$ cat src/rtl/bir_pkg.sv
// ---------------------------------------------------------------------------
// bir_pkg
// Types and fixed widths shared by the bilinear resize block.
// ---------------------------------------------------------------------------
package bir_pkg;

  localparam int POS_W      = 8;   // pixel coordinate on the streams
  localparam int CHAN_W     = 8;   // one color channel
  localparam int SIZE_W     = 9;   // source width and height registers
  localparam int CNT_W      = 2;   // channel count register
  localparam int SCALE_W    = 24;  // Q8.16 scale registers
  localparam int IDX_W      = 9;   // mapped source index
  localparam int FRAC_W     = 8;   // interpolation weight fraction
  localparam int OUT_CH     = 3;   // channels carried on the streams
  localparam int IN_DATA_W  = 2 * POS_W + OUT_CH * CHAN_W;
  localparam int OUT_DATA_W = 2 * POS_W + OUT_CH * CHAN_W;
  localparam int CFG_IDX_W  = 3;
  localparam int CFG_DATA_W = 24;

  // (2d+1)*scale holds the source coordinate in units of 2^-17.
  localparam int PROD_W     = POS_W + 1 + SCALE_W;
  localparam int IP_LSB     = 17;
  localparam int FRAC_LSB   = IP_LSB - FRAC_W;
  localparam int Q16_ONE    = 65536;
  localparam int WEIGHT_ONE = 256;
  localparam int ROUND_HALF = 32768;

  typedef enum logic {
    REQ_LOAD     = 1'b0,
    REQ_RESAMPLE = 1'b1
  } req_t;

  typedef enum logic [CFG_IDX_W-1:0] {
    CFG_SRC_WIDTH  = 3'd0,
    CFG_SRC_HEIGHT = 3'd1,
    CFG_CHAN_COUNT = 3'd2,
    CFG_SCALE_X    = 3'd3,
    CFG_SCALE_Y    = 3'd4
  } cfg_idx_t;

  typedef enum logic [3:0] {
    ST_IDLE,
    ST_MAP,
    ST_ADDR,
    ST_RD0,
    ST_RD1,
    ST_RD2,
    ST_RD3,
    ST_FIN,
    ST_VERT
  } state_t;

  typedef struct packed {
    logic hold_near;
    logic calc_top;
    logic calc_bot;
  } lane_ctl_t;

endpackage

$ cat src/rtl/bir_coord.sv
// ---------------------------------------------------------------------------
// bir_coord
// Maps a destination coordinate to a source index and 8-bit fraction.
// ---------------------------------------------------------------------------
module bir_coord import bir_pkg::*; #(
  parameter int MAX_SIZE = 256
) (
  input  logic              clk,
  input  logic              en,
  input  logic [POS_W-1:0]  pos,
  input  logic [SCALE_W-1:0] scale,
  input  logic [SIZE_W-1:0] size_cfg,
  output logic [IDX_W-1:0]  idx_r,
  output logic [FRAC_W-1:0] frac_r
);

  localparam int IP_W = PROD_W - IP_LSB;

  logic [PROD_W-1:0] prod;
  logic [PROD_W-1:0] shifted;
  logic              neg;
  logic [SIZE_W-1:0] lim;
  logic [IP_W-1:0]   ip;
  logic [IDX_W-1:0]  idx_nxt;
  logic [FRAC_W-1:0] frac_nxt;

  always_comb begin
    prod    = PROD_W'({pos, 1'b1}) * PROD_W'(scale);
    neg     = prod < PROD_W'(Q16_ONE);
    shifted = prod - PROD_W'(Q16_ONE);
    ip      = shifted[PROD_W-1:IP_LSB];

    // Highest usable index is the clamped size minus two.
    if (size_cfg < SIZE_W'(2)) begin
      lim = '0;
    end else if (int'(size_cfg) > MAX_SIZE) begin
      lim = SIZE_W'(MAX_SIZE - 2);
    end else begin
      lim = size_cfg - SIZE_W'(2);
    end

    if (neg) begin
      idx_nxt  = '0;
      frac_nxt = '0;
    end else if (ip > IP_W'(lim)) begin
      idx_nxt  = IDX_W'(lim);
      frac_nxt = '0;
    end else begin
      idx_nxt  = ip[IDX_W-1:0];
      frac_nxt = shifted[FRAC_LSB +: FRAC_W];
    end
  end

  always_ff @(posedge clk) begin
    if (en) begin
      idx_r  <= idx_nxt;
      frac_r <= frac_nxt;
    end
  end

endmodule

$ cat config.mk
export PLATFORM = sky130hd
export DESIGN_NAME = bir_coord
export DESIGN_NICKNAME = d
export VERILOG_FILES = /design/src/rtl/bir_pkg.sv /design/src/rtl/bir_coord.sv
export SDC_FILE = /design/constraint.sdc
export NUM_CORES = 1
export LEC_CHECK = 0
export BUFFER_PORTS_ARGS = -buffer_cell sky130_fd_sc_hd__buf_2
export CORE_MARGIN = 2
export CORE_UTILIZATION = 54
export CTS_CLUSTER_DIAMETER = 60
export DETAILED_ROUTE_END_ITERATION = 8
export GPL_ROUTABILITY_DRIVEN = 0
export GPL_TIMING_DRIVEN = 0
export PLACE_DENSITY = 0.73
export SLEW_MARGIN = 25
export SYNTH_ARGS = -nofsm -noshare
export SYNTH_HDL_FRONTEND = slang
export SYNTH_SLANG_ARGS = --single-unit
$ cat constraint.sdc
create_clock -name clk -period 12.4 [get_ports clk]
set_input_delay 3.72 -clock clk [delete_from_list [all_inputs] [get_ports clk]]
set_output_delay 3.72 -clock clk [all_outputs]
set_load 0.03 [all_outputs]
==> impl_metrics.ini <==
[run_status]
status = complete, no violations

[synthesis]
ys_seq_area_share_pct = 6.16
syn-cell-area_um2 = 8290
synth_top_family_by_area = adder cells
synth_compound_area_share_pct = 10.4
async_flop_share_pct = 0
yosysWarnings = 0
syn_nets = 1227
yosysUniqueCellTypes = 82
synthCells = 970
syn_avg_cell_area_um2 = 8.55
ys.flop_type = edfxtp_1
synth-simple-area-share_pct = 21.7
synth_edf_count = 17
synthXorXnorAreaFrac_pct = 2.54
synth-adder-area-share_pct = 46.2
muxShareOfSynthArea_pct = 1.18
synth-seq-cells = 17

[floorplan]
die_height_um = 128
die_w_um = 128
rows = 45
initial_core_util_pct = 54.9
die-area_um2 = 16400
io_pins = 60
core_area_um2 = 15100

[global_route]
grt_first_pass_wirelength_um = 32300
grt_pass1_vias = 6800
grt_max_degree = 18
globalRouteTotalUtil_pct = 24.5
overflow = 0
antenna_found_initial = 0

[job]
drv_cap = 0

[finish]
num_antenna_cells = 0
drive_gt1_share_pct = 10.2
final_core_util_pct = 58.7
fin_nets = 1281
final_cell_mix = inv_1 (209), fa_1 (154), nand2_1 (137), and2_1 (106), ha_1 (60)
synthToLayoutAreaGrowth_pct = 6.79
layout_commonest_cell = inv_1

[critical_path]
critPathLaunchType = input pin
crit_type = in2reg
required_ns = 12.39
cp_max_fo = 10
cpPeakStageDelay_ns = 0.55
critPathTopFamily = adder cells
path_buf_inv = 7
crit_slowest_cell = fa_1
crit_path_end_kind = flop
arrival_ns = 11.21

[sta]
finalSetupTns_ns = 0
rsz0062_at_grt = no
setup_viol = 0
slew_headroom_pct = 59.0
fmax_mhz = 89.1
finalCritPeriodShare_pct = 90.5
drv_slew = 0
hold_slack_ns = 3.92
final_hold_viol_count = 0
period_minus_slack_ns = 11.22
worst_slew_pin_slew_ns = 0.615

[clocking]
numCtsBuffers = 3
cts_setup_buffers = 0
cts.htree.levels = 1
clockBufferDepth = 2
clkSinkCount = 17
clk_pin_slew_worst_paths_ns = 0.05
cts_resized = 0
cts_tree = done
cts-root-buf = clkbuf_16
holdBufCountCts = 0

[hold_path]
min-delay-path-class = in2reg

[drt]
ant_nets = 0
drt_pre_antenna_iters = 5
routed_wl_um = 18500
num_vias = 6561
drt_iter0_drc = 286
via_per_inst = 5.42
drc = 0
wl_per_cell_um = 15.3

[placed_design]
hpwl_um = 15800
io_buffers = 49
final cells by class:
type / instances / area (um2)
Buffer: 36 / 193
Clock buffer: 3 / 75.1
Clock inverter: 1 / 7.51
Fill cell: 1378 / 6240
Inverter: 209 / 785
Multi-Input combinational cell: 708 / 6800
Sequential cell: 17 / 510
Tap cell: 188 / 235
Timing Repair Buffer: 49 / 245
flip-flops by register name, summed over array words and instances, names as in the netlist:
register and cells:
frac_r 8, idx_r 9
final timing paths:
check / startpoint / end / slack [ns] / depth (start not counted)
worst max-delay path: pos[1] / idx_r[8] / 1.18 / 32
worst min-delay path: en / idx_r[4] / 3.92 / 1
routing by layer:
layer	routed length [um]	track usage, %	share of wire [%]
met2	9210	43.9	50
met5	0	0	0
met4	194	3.56	1.0
met3	1180	2.34	6.3
met1	7940	33.3	43
Yosys cell counts, types with 4 or more instances:
master / count / area [um2]
o211ai_1: 7 / 52.6
fa_1: 154 / 3080
nor2b_1: 6 / 37.5
edfxtp_1: 17 / 510
nand2_1: 137 / 514
inv_1: 209 / 785
nand4_1: 8 / 50.1
xnor2_1: 11 / 96.3
ha_1: 60 / 751
nand3_1: 8 / 40.0
or3_1: 4 / 25.0
clkbuf_1: 26 / 97.6
nor2_1: 37 / 139
and2_1: 106 / 663
o21ai_0: 20 / 100
xor2_1: 13 / 114
nor3_1: 8 / 40.0
a21oi_1: 28 / 140
a21o_1: 7 / 52.6
o21a_1: 10 / 75.1
mux2_2: 6 / 67.6
per-stage QoR:
step | setup slack, ns | cell area [um2] | std cells
floorplan | 2.18 | 8290 | 970
global placement | 1.11 | 8770 | 1207
detailed placement | 0.978 | 8770 | 1207
CTS | 1.23 | 8850 | 1211
global route | 0.772 | 8850 | 1211
finish | 1.18 | 8850 | 1211
cells by family (layout without fill, tap and decap cells):
| group | after synthesis | after routing |
|---|---|---|
| simple gates | 345 | 345 |
| buf+inv | 245 | 298 |
| fa+ha+maj | 214 | 214 |
| compound gates | 116 | 116 |
| xor+xnor | 24 | 24 |
| flops | 17 | 17 |
| mux | 9 | 9 |
Power is left out: the tool's default activity adds up to more than one toggle a clock period on the data nets, which glitch-free logic cannot reach.
