$ cat src/rtl/bir_pkg.sv
// ---------------------------------------------------------------------------
// bir_pkg
// Types and fixed widths shared by the bilinear resize block.
// ---------------------------------------------------------------------------
package bir_pkg;

  localparam int POS_W      = 8;   // pixel coordinate on the streams
  localparam int CHAN_W     = 8;   // one color channel
  localparam int SIZE_W     = 9;   // source width and height registers
  localparam int CNT_W      = 2;   // channel count register
  localparam int SCALE_W    = 24;  // Q8.16 scale registers
  localparam int IDX_W      = 9;   // mapped source index
  localparam int FRAC_W     = 8;   // interpolation weight fraction
  localparam int OUT_CH     = 3;   // channels carried on the streams
  localparam int IN_DATA_W  = 2 * POS_W + OUT_CH * CHAN_W;
  localparam int OUT_DATA_W = 2 * POS_W + OUT_CH * CHAN_W;
  localparam int CFG_IDX_W  = 3;
  localparam int CFG_DATA_W = 24;

  // (2d+1)*scale holds the source coordinate in units of 2^-17.
  localparam int PROD_W     = POS_W + 1 + SCALE_W;
  localparam int IP_LSB     = 17;
  localparam int FRAC_LSB   = IP_LSB - FRAC_W;
  localparam int Q16_ONE    = 65536;
  localparam int WEIGHT_ONE = 256;
  localparam int ROUND_HALF = 32768;

  typedef enum logic {
    REQ_LOAD     = 1'b0,
    REQ_RESAMPLE = 1'b1
  } req_t;

  typedef enum logic [CFG_IDX_W-1:0] {
    CFG_SRC_WIDTH  = 3'd0,
    CFG_SRC_HEIGHT = 3'd1,
    CFG_CHAN_COUNT = 3'd2,
    CFG_SCALE_X    = 3'd3,
    CFG_SCALE_Y    = 3'd4
  } cfg_idx_t;

  typedef enum logic [3:0] {
    ST_IDLE,
    ST_MAP,
    ST_ADDR,
    ST_RD0,
    ST_RD1,
    ST_RD2,
    ST_RD3,
    ST_FIN,
    ST_VERT
  } state_t;

  typedef struct packed {
    logic hold_near;
    logic calc_top;
    logic calc_bot;
  } lane_ctl_t;

endpackage

$ cat src/rtl/bir_lane.sv
// ---------------------------------------------------------------------------
// bir_lane
// Interpolation core for one color channel: two horizontal passes, then
// one vertical pass with round half up.
// ---------------------------------------------------------------------------
module bir_lane import bir_pkg::*; (
  input  logic              clk,
  input  lane_ctl_t         ctl,
  input  logic [CHAN_W-1:0] pix,
  input  logic [FRAC_W-1:0] fx,
  input  logic [FRAC_W-1:0] fy,
  output logic [CHAN_W-1:0] value
);

  localparam int WGT_W = FRAC_W + 1;
  localparam int HZ_W  = CHAN_W + FRAC_W;
  localparam int VS_W  = HZ_W + WGT_W;

  logic [CHAN_W-1:0] near_r;
  logic [HZ_W-1:0]   top_r;
  logic [HZ_W-1:0]   bot_r;
  logic [WGT_W-1:0]  gx;
  logic [WGT_W-1:0]  gy;
  logic [HZ_W:0]     horiz;
  logic [VS_W-1:0]   vsum;

  always_comb begin
    gx    = WGT_W'(WEIGHT_ONE) - WGT_W'(fx);
    gy    = WGT_W'(WEIGHT_ONE) - WGT_W'(fy);
    // At most 255 * 256, so the top bit of horiz is always clear.
    horiz = (HZ_W+1)'(near_r) * (HZ_W+1)'(gx) + (HZ_W+1)'(pix) * (HZ_W+1)'(fx);
    vsum  = VS_W'(top_r) * VS_W'(gy) + VS_W'(bot_r) * VS_W'(fy) + VS_W'(ROUND_HALF);
    value = vsum[2*FRAC_W +: CHAN_W];
  end

  always_ff @(posedge clk) begin
    if (ctl.hold_near) begin
      near_r <= pix;
    end
    if (ctl.calc_top) begin
      top_r <= horiz[HZ_W-1:0];
    end
    if (ctl.calc_bot) begin
      bot_r <= horiz[HZ_W-1:0];
    end
  end

endmodule

$ cat config.mk
export PLATFORM = sky130hd
export DESIGN_NAME = bir_lane
export DESIGN_NICKNAME = d
export VERILOG_FILES = /design/src/rtl/bir_pkg.sv /design/src/rtl/bir_lane.sv
export SDC_FILE = /design/constraint.sdc
export NUM_CORES = 1
export LEC_CHECK = 0
export BUFFER_PORTS_ARGS = -buffer_cell sky130_fd_sc_hd__buf_2
export CORE_ASPECT_RATIO = 0.5
export CORE_UTILIZATION = 55
export DETAILED_ROUTE_END_ITERATION = 7
export PLACE_DENSITY = 0.82
export SETUP_SLACK_MARGIN = 0.4
export SYNTH_ARGS = -nofsm -noshare
export SYNTH_HDL_FRONTEND = slang
export SYNTH_SLANG_ARGS = --single-unit
export TNS_END_PERCENT = 10
$ cat constraint.sdc
create_clock -name clk -period 9.3 [get_ports clk]
set_clock_uncertainty 0.1 [all_clocks]
set_input_delay 1.86 -clock clk [delete_from_list [all_inputs] [get_ports clk]]
set_output_delay 1.86 -clock clk [all_outputs]
set_load 0.05 [all_outputs]
==> results.yml <==
outcome:
  outcome: "complete, but fails checks"
  violations: "setup timing"
timing:
  fmax_mhz: 99.6
  setup_tns_ns: -4.55
  hold_viol_final: 0
  finalCritPeriodShare_pct: 108
  setup_slack_ns: -0.742
  slew_viol_final: 0
  setup_viol: 8
  slew_headroom_pct: 34.3
  tightest_slew_ns: 0.978
  rsz0062_at_grt: "true"
  post-route-min-period_ns: 10.04
cts:
  cts-root-buf: "clkbuf_16"
  htreeDepth: 2
  path_clk_slew_ns: 0.06
  cts_buffer_depth: 2
  cts_tree: "done"
  cts_buffers: 5
  clkSinkCount: 40
  clkLatencyLatePin_ns: 0.29
worst_setup_path:
  cp-end-kind: "output pin"
  critPathTopFamily: "adder cells"
  crit_path_max_incr_delay_ns: 0.59
  crit_slowest_cell: "fa_1"
  crit_cells: 26
  arrival_ns: 8.08
  path_buf_inv: 8
  reg2reg_setup_slack_ns: 3.44
  path_common_cell: "fa_1"
  crit_required_ns: 7.34
  cp-start-kind: "primary input"
  crit_fanout: 4
  critical_path_class: "in2out"
  rr_startpoint: "near_r[1]"
  r2r_cells: 17
  rr_endpoint: "bot_r[15]"
hold_path:
  min_path_type: "reg2reg"
  hold_depth: 2
  worstHoldStart: "near_r[0]"
  hold_end: "top_r[0]"
final_layout:
  final_common_cell: "inv_1"
  diodes: 0
  syn2layout_area_growth_pct: 10.1
  fillers: 2014
  drive_gt1_share_pct: 9.88
  nets: 2139
  final_cell_mix: "449 x inv_1, 316 x fa_1, 252 x and2_1"
  fin_util_pct: 62.9
grt:
  antenna_found_initial: 0
  grt_use_total_pct: 26.1
  grt_max_degree: 32
  grt_pass1_wl_um: 56100
  grt_pass1_vias: 11300
  grt-ovfl-total: 0
yosys:
  syn_inst: 1575
  synth_area_mm2: 0.0147
  ys_warn_count: 0
  synth_nets: 2075
  ys_seq_area_share_pct: 8.18
  yosys_register_bits: 40
  async_flop_share_pct: 0
  synth_edf_count: 40
  netlist-cell-type-count: 53
  syn_avg_cell_area_um2: 9.32
  synth_ff_type: "edfxtp_1"
place:
  hpwl_um: 27800
  port_buffers: 35
  gp_congestion: 0.922
die:
  die_x_um: 233
  rows: 41
  coreArea_mm2: 0.0257
  io_pins: 36
  die_area_mm2: 0.0274
  die_y_um: 118
  initial_core_util_pct: 57.1
job:
  max-cap-violations: 0
drt:
  post_drt_wl_per_cell_um: 16.5
  drt_iter0_markers: 553
  drtAntennaViolNets: 0
  wl_um: 32800
  drc_errors: 0
  firstDrtPassIters: 5
  vias: 10300
  avgViaCountPerCell: 5.20
registers in the layout, summed over array words and instances, names as in the netlist:
signal  cells
top_r      16
near_r      8
bot_r      16
worst min-delay path: stages (launching register included):
cell and delay (ns):
edfxtp_1 0.49, and2_1 0.18, ha_1 0.18
synthesized netlist by cell type (9+ instances only):
library cell / number / share of area, %
inv_1: 455 / 12
fa_1: 321 / 44
and2_1: 255 / 11
nand2_1: 162 / 4.1
ha_1: 151 / 13
edfxtp_1: 40 / 8.2
clkbuf_1: 35 / 0.90
xnor2_1: 29 / 1.7
nor2_1: 17 / 0.43
a21oi_1: 16 / 0.55
nor3_1: 9 / 0.31
xor2_1: 9 / 0.54
worst max-delay path by stage:
stage	start	endpoint	slack [ns]
2_1_floorplan	fy[1]	value[6]	-0.38
3_3_place_gp	fy[1]	value[6]	-0.94
3_5_place_dp	fy[1]	value[6]	-1.06
4_1_cts	fy[0]	value[5]	-0.66
5_1_grt	fy[0]	value[5]	-0.98
6_report	fy[0]	value[5]	-0.74
cell families after synthesis:
logic type,Yosys count,synth area share [%]
compound gates,52,2.46
simple gates,473,17.2
buf+inv,496,12.7
fa+ha+maj,472,56.7
mux,1,0.0682
flops,40,8.18
xor+xnor,41,2.69
area by class of cell:
class	count	area, um2	share of cell area, %
Multi-Input combinational cell	1040	11900	73.8
Timing Repair Buffer	97	712	4.40
Inverter	455	1710	10.6
Clock inverter	3	47.5	0.294
Clock buffer	5	125	0.774
Tap cell	344	430	2.66
Sequential cell	40	1200	7.43
repair_timing:
action                                  4_1_cts  5_1_grt
endpoints found under the setup margin        8        8
pin swaps                                    14        2
cloned                                        1        0
resized for setup                            26        5
setup buffers                                 4        0
hold buffers                                  0        0
metal layers:
layer	GRT usage [%]	vias up	part of all wire, %
met4	8.66	0	3.1
met3	3.56	76	6.8
met5	0	-	0
met1	35.4	5180	43
li1	-	4688	-
met2	43.5	364	47
through the flow:
stage | hold WS [ns] | std cells | cell area (um2) | setup WS, ns
floorplan | 0.676 | 1575 | 15000 | -0.384
global placement | 0.878 | 1971 | 15800 | -0.935
detailed placement | 0.854 | 1971 | 15800 | -1.06
CTS | 0.875 | 1984 | 16100 | -0.658
global route | 0.929 | 1984 | 16200 | -0.977
finish | 0.885 | 1984 | 16200 | -0.742
Power is left out: the tool's default activity adds up to more than one toggle a clock period on the data nets, which glitch-free logic cannot reach.
